$ cat src/rtl/core/preemptive_priority_scheduler_defines.svh
// assertion macros for the preemptive priority scheduler
// no dependencies; taken in by files that carry concurrent assertions
`ifndef PREEMPTIVE_PRIORITY_SCHEDULER_DEFINES_SVH
`define PREEMPTIVE_PRIORITY_SCHEDULER_DEFINES_SVH
`ifndef SYNTHESIS
`define PPS_ASSERT_IMP(lbl, clk, rst_n, ante, cons) \
    lbl: assert property (@(posedge clk) disable iff (!rst_n) (ante) |-> (cons)) \
        else $error("scheduler check failed");
`define PPS_ASSERT_NXT(lbl, clk, rst_n, ante, cons) \
    lbl: assert property (@(posedge clk) disable iff (!rst_n) (ante) |=> (cons)) \
        else $error("scheduler check failed");
`else
`define PPS_ASSERT_IMP(lbl, clk, rst_n, ante, cons)
`define PPS_ASSERT_NXT(lbl, clk, rst_n, ante, cons)
`endif
`endif

$ cat src/rtl/core/pps_pkg.sv
// shared types, constants and helpers of the preemptive priority scheduler
// no dependencies
package pps_pkg;

    localparam int NPROC_DEF = 16;
    localparam logic [31:0] SAT32 = 32'hFFFF_FFFF;

    localparam logic [1:0] ACT_CLEAR = 2'd0;
    localparam logic [1:0] ACT_LOAD  = 2'd1;
    localparam logic [1:0] ACT_TICK  = 2'd2;

    // candidate handed from cell to cell during the scan
    typedef struct packed {
        logic        found;
        logic [7:0]  prio;
        logic [15:0] ident;
        logic [15:0] first_arr;
        logic [15:0] remaining;
        logic [31:0] ready_since;
        logic [31:0] wait_acc;
    } chain_t;

    typedef struct packed {
        logic        en;
        logic [15:0] ident;
        logic [15:0] arrival;
        logic [15:0] burst;
        logic [7:0]  prio;
    } load_t;

    typedef struct packed {
        logic        en;
        logic [31:0] wait_acc;
        logic [31:0] now;
    } upd_t;

    function automatic logic [31:0] sat_add32(input logic [31:0] a, input logic [31:0] b);
        logic [32:0] s;
        s = {1'b0, a} + {1'b0, b};
        return s[32] ? SAT32 : s[31:0];
    endfunction

endpackage

$ cat src/rtl/core/pps_cell.sv
// one table slot of the scheduler: holds an entry and passes the best candidate on
// depends on pps_pkg
module pps_cell #(
    parameter int NPROC = pps_pkg::NPROC_DEF,
    parameter int SLOT  = 0,
    localparam int IW   = (NPROC > 1) ? $clog2(NPROC) : 1,
    localparam int CNTW = $clog2(NPROC + 1)
) (
    input  logic                clk,
    input  logic                rst_n,
    input  logic [CNTW-1:0]     count,
    input  logic [31:0]         clock_time,
    input  pps_pkg::load_t      load,
    input  pps_pkg::upd_t       upd,
    input  logic [IW-1:0]       upd_idx,
    input  pps_pkg::chain_t     chain_in,
    input  logic [IW-1:0]       idx_in,
    output pps_pkg::chain_t     chain_out,
    output logic [IW-1:0]       idx_out,
    output logic                undone
);
    import pps_pkg::*;

    logic [31:0] rs_reg;
    logic [15:0] fa_reg;
    logic [15:0] rem_reg;
    logic [7:0]  pr_reg;
    logic [15:0] id_reg;
    logic        done_reg;
    logic [31:0] wacc_reg;

    chain_t        chain_reg;
    chain_t        chain_next;
    logic [IW-1:0] idx_reg;
    logic [IW-1:0] idx_next;

    logic loaded;
    logic elig;
    logic take;

    assign loaded = CNTW'(SLOT) < count;
    assign elig   = loaded && (rs_reg <= clock_time) && (rem_reg != 16'd0);
    // strict compare keeps the lower slot on a tie
    assign take   = elig && (!chain_in.found || (pr_reg < chain_in.prio));

    always_comb
    begin
        if (take)
        begin
            chain_next.found       = 1'b1;
            chain_next.prio        = pr_reg;
            chain_next.ident       = id_reg;
            chain_next.first_arr   = fa_reg;
            chain_next.remaining   = rem_reg;
            chain_next.ready_since = rs_reg;
            chain_next.wait_acc    = wacc_reg;
            idx_next               = IW'(SLOT);
        end
        else
        begin
            chain_next = chain_in;
            idx_next   = idx_in;
        end
    end

    always_ff @(posedge clk or negedge rst_n)
    begin
        if (!rst_n)
        begin
            chain_reg <= '0;
        end
        else
        begin
            chain_reg <= chain_next;
        end
    end

    always_ff @(posedge clk)
    begin
        idx_reg <= idx_next;
    end

    always_ff @(posedge clk)
    begin
        if (load.en && (count == CNTW'(SLOT)))
        begin
            rs_reg   <= {16'd0, load.arrival};
            fa_reg   <= load.arrival;
            rem_reg  <= load.burst;
            pr_reg   <= load.prio;
            id_reg   <= load.ident;
            done_reg <= (load.burst == 16'd0);
            wacc_reg <= 32'd0;
        end
        else if (upd.en && (upd_idx == IW'(SLOT)))
        begin
            rs_reg   <= upd.now;
            rem_reg  <= rem_reg - 16'd1;
            done_reg <= (rem_reg == 16'd1);
            wacc_reg <= upd.wait_acc;
        end
    end

    assign chain_out = chain_reg;
    assign idx_out   = idx_reg;
    assign undone    = loaded && !done_reg;

endmodule

$ cat config.mk
export PLATFORM = sky130hd
export DESIGN_NAME = pps_cell
export DESIGN_NICKNAME = d
export VERILOG_FILES = /design/src/rtl/core/preemptive_priority_scheduler_defines.svh /design/src/rtl/core/pps_pkg.sv /design/src/rtl/core/pps_cell.sv
export SDC_FILE = /design/constraint.sdc
export NUM_CORES = 1
export LEC_CHECK = 0
export ABC_CLOCK_PERIOD_IN_PS = 2600
export BUFFER_PORTS_ARGS = -buffer_cell sky130_fd_sc_hd__buf_2
export CAP_MARGIN = 10
export CELL_PAD_IN_SITES_DETAIL_PLACEMENT = 1
export CELL_PAD_IN_SITES_GLOBAL_PLACEMENT = 2
export CORE_MARGIN = 4
export CORE_UTILIZATION = 27
export CTS_CLUSTER_DIAMETER = 100
export DETAILED_ROUTE_END_ITERATION = 8
export HOLD_SLACK_MARGIN = 0.06
export PLACE_DENSITY = 0.76
export REMOVE_ABC_BUFFERS = 1
export SYNTH_ARGS = -nofsm -noshare
export SYNTH_HDL_FRONTEND = slang
export SYNTH_SLANG_ARGS = --single-unit
$ cat constraint.sdc
create_clock -name clk -period 2.6 [get_ports clk]
set_input_delay 0.26 -clock clk [delete_from_list [all_inputs] [get_ports clk]]
set_output_delay 0.26 -clock clk [all_outputs]
set_load 0.02 [all_outputs]
==> results of run 1 <==
-- synth_stat cells (2+ instances only) --
cell | instances | area [um2]
xor2_1 | 4 | 35.0
dfxtp_1 | 52 | 1040
buf_1 | 4 | 15.0
nor2b_1 | 4 | 25.0
inv_1 | 42 | 158
o21ai_1 | 14 | 70.1
a21oi_1 | 65 | 325
nand3_1 | 6 | 30.0
xnor2_1 | 9 | 78.8
a21o_1 | 3 | 22.5
nand2_1 | 175 | 657
ha_1 | 41 | 513
edfxtp_1 | 73 | 2190
clkbuf_1 | 17 | 63.8
a211oi_1 | 2 | 15.0
nor2_1 | 15 | 56.3
nor3_1 | 6 | 30.0
or4_1 | 3 | 22.5
dfrtp_1 | 121 | 3030
nand4_1 | 6 | 37.5
a31oi_1 | 2 | 12.5
buf_4 | 7 | 52.6
mux2_1 | 120 | 1350
buf_2 | 6 | 30.0
nor4_1 | 9 | 56.3
o21ai_0 | 4 | 20.0
-- report_power, final --
| part | leakage [nW] | internal [mW] | switching, mW | total (mW) |
|---|---|---|---|---|
| Sequential | 2.55 | 4.44 | 0.213 | 4.66 |
| Clock | 0.445 | 2.22 | 1.70 | 3.92 |
| Combinational | 5.61 | 1.75 | 1.48 | 3.23 |
-- area by class of cell --
cell class / count / area (um2)
Timing Repair Buffer: 779 / 5910
Antenna cell: 13 / 32.5
Clock buffer: 39 / 825
Multi-Input combinational cell: 504 / 4180
Fill cell: 3970 / 18700
Sequential cell: 246 / 6270
Inverter: 43 / 164
Tap cell: 468 / 586
Clock inverter: 14 / 78.8
-- worst min-delay path, cell delays in order --
cell and delay [ps]:
buf_2 90, nor2_1 40, a21oi_1 130
-- repair_timing --
item                       CTS  global route
resized for setup           33           146
buffers inserted             9            16
pin swaps                    7             9
setup endpoints to repair  124           124
hold buffers               243             0
gates cloned                 4             9
hold endpoints to repair   337             0
-- cells in the final DEF, fill, tap and decap left out, types with 3 or more instances in the layout --
cell type	count
buf_2	414
clkinv_2	4
nor4_1	8
nor3_1	5
nand3_1	6
ha_4	12
nand2_1	171
a21oi_1	58
xnor2_1	9
buf_6	9
xor2_1	4
a21o_1	3
buf_8	5
clkbuf_1	5
dlygate4sd3_1	243
clkbuf_8	4
dfrtp_1	121
o21ai_1	15
clkinv_4	3
a21oi_2	6
nor2_1	14
inv_1	42
ha_1	29
nand4_1	6
diode_2	13
o21ai_0	3
dfxtp_1	49
edfxtp_1	73
nand2_2	4
buf_12	16
clkbuf_16	38
clkinv_1	5
mux2_1	14
mux2_4	106
buf_16	4
buf_4	80
-- stage by stage --
step,worst slack (ps),power [mW],hold WS [ps],instance area [um2],cells
global placement,-502,6.76,191,13400,1761
global route,-435,12.3,104,18000,2106
finish,-347,11.8,115,18000,2106
floorplan,-6510,5.82,-35.6,9910,793
CTS,-337,11.2,75.6,17100,2070
detailed placement,-542,6.82,196,13400,1761
-- path summary, 6_finish.rpt --
path | cells after the start | start | end | slack [ps]
setup / recovery | 11 | rs_reg[19] | chain_out[76] | -350
hold / removal | 3 | load[9] | rem_reg[1] | 110
setup reg to reg | 11 | rs_reg[19] | chain_out[76] | -350
hold reg to reg | 2 | wacc_reg[24] | wacc_reg[24] | 460
max in group asynchronous | 3 | rst_n | chain_out[28] | 1650
min in group asynchronous | 2 | rst_n | chain_out[102] | 180
-- kinds of logic after synthesis --
kind of cell    Yosys count
simple gates            233
mux                     120
flops                   246
xor+xnor                 13
buf+inv                  77
compound gates           97
fa+ha+maj                41
-- metal layers --
layer	share of wire [%]	wire length [um]	track usage (%)
met5	0.078	34	0
met4	2.8	1230	6.47
met3	4.5	1980	3.69
met1	39	16900	22.2
met2	54	23500	36.6
==> impl_results.md, run 1 <==
* PnR worst setup slack at -347 ps
* Violated checks: setup timing
* Routed len/inst at roughly 21 um
* CP max stage delay at 530 ps
* Clk_skew at approximately 15 ps
* CTS Sinks at between 200 and 250
* TritonCTS Buffers at 29
* GPL Wtd Cong at 0.773
* Initial antenna violation count at 16
* Worst-path clk slew at 60 ps
* CTS tree: done
* Req. time, crit path at 3030 ps
* FF+latch count, synth at roughly 250
* Core footprint at between 0.03 and 0.04 mm2
* Final HPWL from detailed placement at around 26 mm
* CP top delay family: simple AND/OR/NAND/NOR gates
* GRT Util Overall at roughly a fifth
* Full die area at 0.0405 mm2
* Post-synth ARST share at 49.2%
* Syn Inst Count at just over 800
* Hold Crit Class: input pin to flip-flop
* Syn Area/Cell at 12.2 um2
* Worst slew margin at between 60% and 70%
* Pleak at 8.61 nW
* Routed Antenna Nets at 0
* Buffers on Ports at 415
* H-tree depth at 1
* First-pass GRT wire length at 62.6 mm
* Mux contribution to synthesized area at 13.4%
* Max Fclk at 339 MHz
* FP Rows at 70
* Final WL at 43.7 mm
* Vias in the first global route at 10,730
* Minimum clock period after layout at between 2000 and 3000 ps
* Initial core utilization at 27.5%
* Outcome: finished with violations
* Final Slew Violations at 0
* Sequential area share after synthesis at 62.1%
* Power per cell area at 654 mW/mm2
* Synth cell types at 43
* Grt total ovfl at 0
* Clock root buffer: clkbuf_16
* Unrepaired setup endpoints after global routing: yes
* Max reg flops at 121
* Worst path slowest cell: or4_4
* Max FO, Critical Path at 8
* CP Buf/Inv Count at 3
* Largest net degree at the start of global routing at 63
* Synthesized cell area at 0.0101 mm2
* Vias at around 9,500
* Post-Synth Adder-Cell Area at around 5%
* Synth Warn # at 0
* DRT Pass-1 Iters at 4
* Element type at the critical path end: flip-flop
* Crit Path Category: flip-flop to flip-flop
* Die X at 201 um
* Final hold violations at 0
* Fin util at 49.2%
* EDFF count, synth at 73
* Via density at 4.50
* Main combinational cell family by area after synthesis: multiplexers
* Period utilization at 113%
* IO Count at about 420
* Slew @ Worst Pin at 563 ps
* Startpoint types: flip-flop
* Simple logic cell fraction of the synthesized area at 9.81%
* Maximum root-to-sink buffer count at 3
* Area grow syn2layout at 79.1%
* Post-Synth XOR/XNOR Area at 1.13%
* Most used DFF post-synth: dfrtp_1
* CP arrival at 3380 ps
* Setup TNS at -36,520 ps
* DRC at 0
* Final setup vio count at 124
* Height of the die at around 200 um
* VDD IR-drop max at 627 uV
* Initial DRC count at around 320
* CP cell instances: ha_4 -> and3_4 -> a221oi_4 -> or4_1 -> o211ai_1 -> or4_4 -> a31oi_4 -> buf_6 -> buf_12 -> clkbuf_16 -> mux2_4
* # Max-Cap Violations at 0
* Layout cells sized above 1 at 44.8%
* Worst-Skew Late Latency at 550 ps
* Post-synthesis compound-gate area fraction at 5.22%
* Nets at a little under 2,000
Power figures use the tool's default switching activity.
==> inputs of run 2 (changes only) <==
--- a/config.mk
+++ b/config.mk
@@ -7,7 +7,7 @@
 export LEC_CHECK = 0
 export ABC_CLOCK_PERIOD_IN_PS = 2600
 export BUFFER_PORTS_ARGS = -buffer_cell sky130_fd_sc_hd__buf_2
-export CAP_MARGIN = 10
+export CAP_MARGIN = 20
 export CELL_PAD_IN_SITES_DETAIL_PLACEMENT = 1
 export CELL_PAD_IN_SITES_GLOBAL_PLACEMENT = 2
 export CORE_MARGIN = 4
@@ -15,6 +15,7 @@
 export CTS_CLUSTER_DIAMETER = 100
 export DETAILED_ROUTE_END_ITERATION = 8
 export HOLD_SLACK_MARGIN = 0.06
+export MAX_ROUTING_LAYER = met4
 export PLACE_DENSITY = 0.76
 export REMOVE_ABC_BUFFERS = 1
 export SYNTH_ARGS = -nofsm -noshare
==> run 2 against run 1 <==
Net effect: the flow still finishes with violations (setup timing); largest cell class unchanged; clock-buffer cell count did not move; worst setup slack worse by 12 ps; wire length is 0.41% higher; global-route usage grew 0.57 points; hold slack lost 5.5 ps; sequential cell count stayed put; design area is essentially flat; sequential share of layout area hardly changed.
==> impl_results.md, run 2 (synthesis gave the netlist of run 1 again) <==
* Final HPWL from detailed placement at 26.3 mm (unchanged)
* Placed Cells at 1,761 (unchanged)
* FP Rows at 70 (unchanged)
* Maximum root-to-sink buffer count at 3 (unchanged)
* Crit Path Category: flip-flop to flip-flop (unchanged)
* Most common cell after layout, fill and taps aside: buf_2 (unchanged)
* # Max-Cap Violations at 0 (unchanged)
* Max reg flops at 121 (unchanged)
* Area grow syn2layout at 78.9% (was 79.1%)
* CTS tree: done (unchanged)
* GPL Wtd Cong at 0.783 (was 0.773)
* Initial DRC count at 281 (was 316)
* Slew @ Worst Pin at 580 ps (was 563 ps)
* Startpoint types: flip-flop (unchanged)
* Layout cells sized above 1 at 44.2% (was 44.8%)
* Routed len/inst at 20.8 um (was 20.7 um)
* Core footprint at 0.0367 mm2 (unchanged)
* Final WL at 43.8 mm (was 43.7 mm)
* Minimum clock period after layout at 2960 ps (was 2950 ps)
* Hold slack at 109 ps (was 115 ps)
* Final hold violations at 0 (unchanged)
* Period utilization at 114% (was 113%)
* IO Count at 416 (unchanged)
* Routed Antenna Nets at 0 (unchanged)
* Violated checks: setup timing (unchanged)
* Max Fclk at 338 MHz (was 339 MHz)
* Pleak at 8.57 nW (was 8.61 nW)
* Die X at 201 um (unchanged)
* Unrepaired setup endpoints after global routing: yes (unchanged)
* Vias in the first global route at 10,728 (was 10,730)
* Hold Crit Class: input pin to flip-flop (unchanged)
* DRC at 0 (unchanged)
* Seq. cell area at 0.00627 mm2 (unchanged)
* Final Slew Violations at 0 (unchanged)
* Dpl ws at -542 ps (unchanged)
* Via density at 4.52 (was 4.50)
* Vias at 9,523 (was 9,482)
* Buffers on Ports at 415 (unchanged)
* Final setup vio count at 124 (unchanged)
* Height of the die at 201 um (unchanged)
* Clock root buffer: clkbuf_16 (unchanged)
* Final Non-Filler Cells at 2,107 (was 2,106)
* H-tree depth at 1 (unchanged)
* Commonest non-fill, non-tap cells in the layout: buf_2, dlygate4sd3_1, nand2_1 (unchanged)
* TritonCTS Buffers at 29 (unchanged)
* Max FO, Critical Path at 8 (unchanged)
* Area of the multi-input gates at 0.00415 mm2 (was 0.00418 mm2)
* Worst-path clk slew at 60 ps (about the same)
* Outcome: finished with violations (unchanged)
* Design Power at 11.8 mW (about the same)
* Grt total ovfl at 0 (unchanged)
* PnR worst setup slack at -359 ps (was -347 ps)
* CP arrival at 3380 ps (about the same)
* Worst slew margin at 61.4% (was 62.5%)
* Initial core utilization at 27.5% (unchanged)
* Initial antenna violation count at 16 (unchanged)
* CTS Sinks at 246 (unchanged)
* Largest net degree at the start of global routing at 63 (unchanged)
* Req. time, crit path at 3020 ps (was 3030 ps)
* Element type at the critical path end: flip-flop (unchanged)
* VDD IR-drop max at 616 uV (was 627 uV)
* First-pass GRT wire length at 62.5 mm (was 62.6 mm)
* Worst-Skew Late Latency at 550 ps (about the same)
* Clk_skew at 17.6 ps (was 14.9 ps)
* Nets at 1,932 (was 1,934)
* Full die area at 0.0405 mm2 (unchanged)
* Power per cell area at 655 mW/mm2 (was 654 mW/mm2)
* # fillers at 3,972 (was 3,970)
* DRT Pass-1 Iters at 4 (unchanged)
* GRT Util Overall at 20.1% (was 19.5%)
* Setup TNS at -36,430 ps (was -36,520 ps)
==> run 2: cell count changes in the layout (fill, tap and decap cells not counted) <==
cell and change:
mux2_4 -9, diode_2 +3, buf_6 +2, mux2_1 +9, clkbuf_16 +1, buf_4 -5
==> run 2: metrics by stage <==
step	util, %	instance area [um2]
CTS	46.7	17100
global route	49.1	18000
finish	49.1	18000
floorplan	-	9910
global placement	36.5	13400
detailed placement	36.5	13400
==> run 2: layout make-up <==
| type | count | area share, % |
|---|---|---|
| sequential | 246 | 34.8 |
| timing repair buffer | 777 | 32.8 |
| tap | 468 | 3.25 |
| clock inverter | 14 | 0.437 |
| clock buffer | 39 | 4.57 |
| antenna | 16 | 0.222 |
| multi-input combinational | 504 | 23.0 |
| inverter | 43 | 0.909 |
==> run 2: timing repair <==
item / CTS / global route
cloned: 4 / 11
hold buffers: 243 / 0
setup endpoints to repair: 124 / 124
resized for setup: 33 / 138
pin swaps: 7 / 10
hold endpoints to repair: 337 / 0
setup buffers: 9 / 12
==> run 2: metal layers <==
| metal | global-route usage [%] | vias to the layer above | wire, um |
|---|---|---|---|
| met5 | - | - | 0 |
| met4 | 6.47 | 0 | 1440 |
| met3 | 3.30 | 87 | 1760 |
| met2 | 36.6 | 304 | 23500 |
| met1 | 22.4 | 4717 | 17200 |
| li1 | - | 4415 | - |
==> run 2: report_power, final <==
group | total [mW] | internal (mW) | switching, mW
clock network | 3.91 | 2.22 | 1.70
registers | 4.66 | 4.44 | 0.214
logic | 3.23 | 1.75 | 1.48
==> run 2: final timing paths <==
check	from	to	slack (ps)	cells past startpoint
worst max-delay path	rs_reg[19]	chain_out[86]	-360	11
worst min-delay path	load[10]	rem_reg[2]	110	3
worst max register to register	rs_reg[19]	chain_out[86]	-360	11
worst min register to register	wacc_reg[24]	wacc_reg[24]	460	2
max in group asynchronous	rst_n	chain_out[28]	1660	3
min in group asynchronous	rst_n	chain_out[102]	180	2
==> run 2: worst max-delay path, stage by stage, from the launching register on <==
cell and delay, ps:
dfxtp_4 360, ha_4 210, and3_4 190, a221oi_4 300, or4_1 140, o211ai_1 110
or4_4 530, a31oi_4 200, buf_6 150, buf_12 150, clkbuf_16 160, mux2_1 330
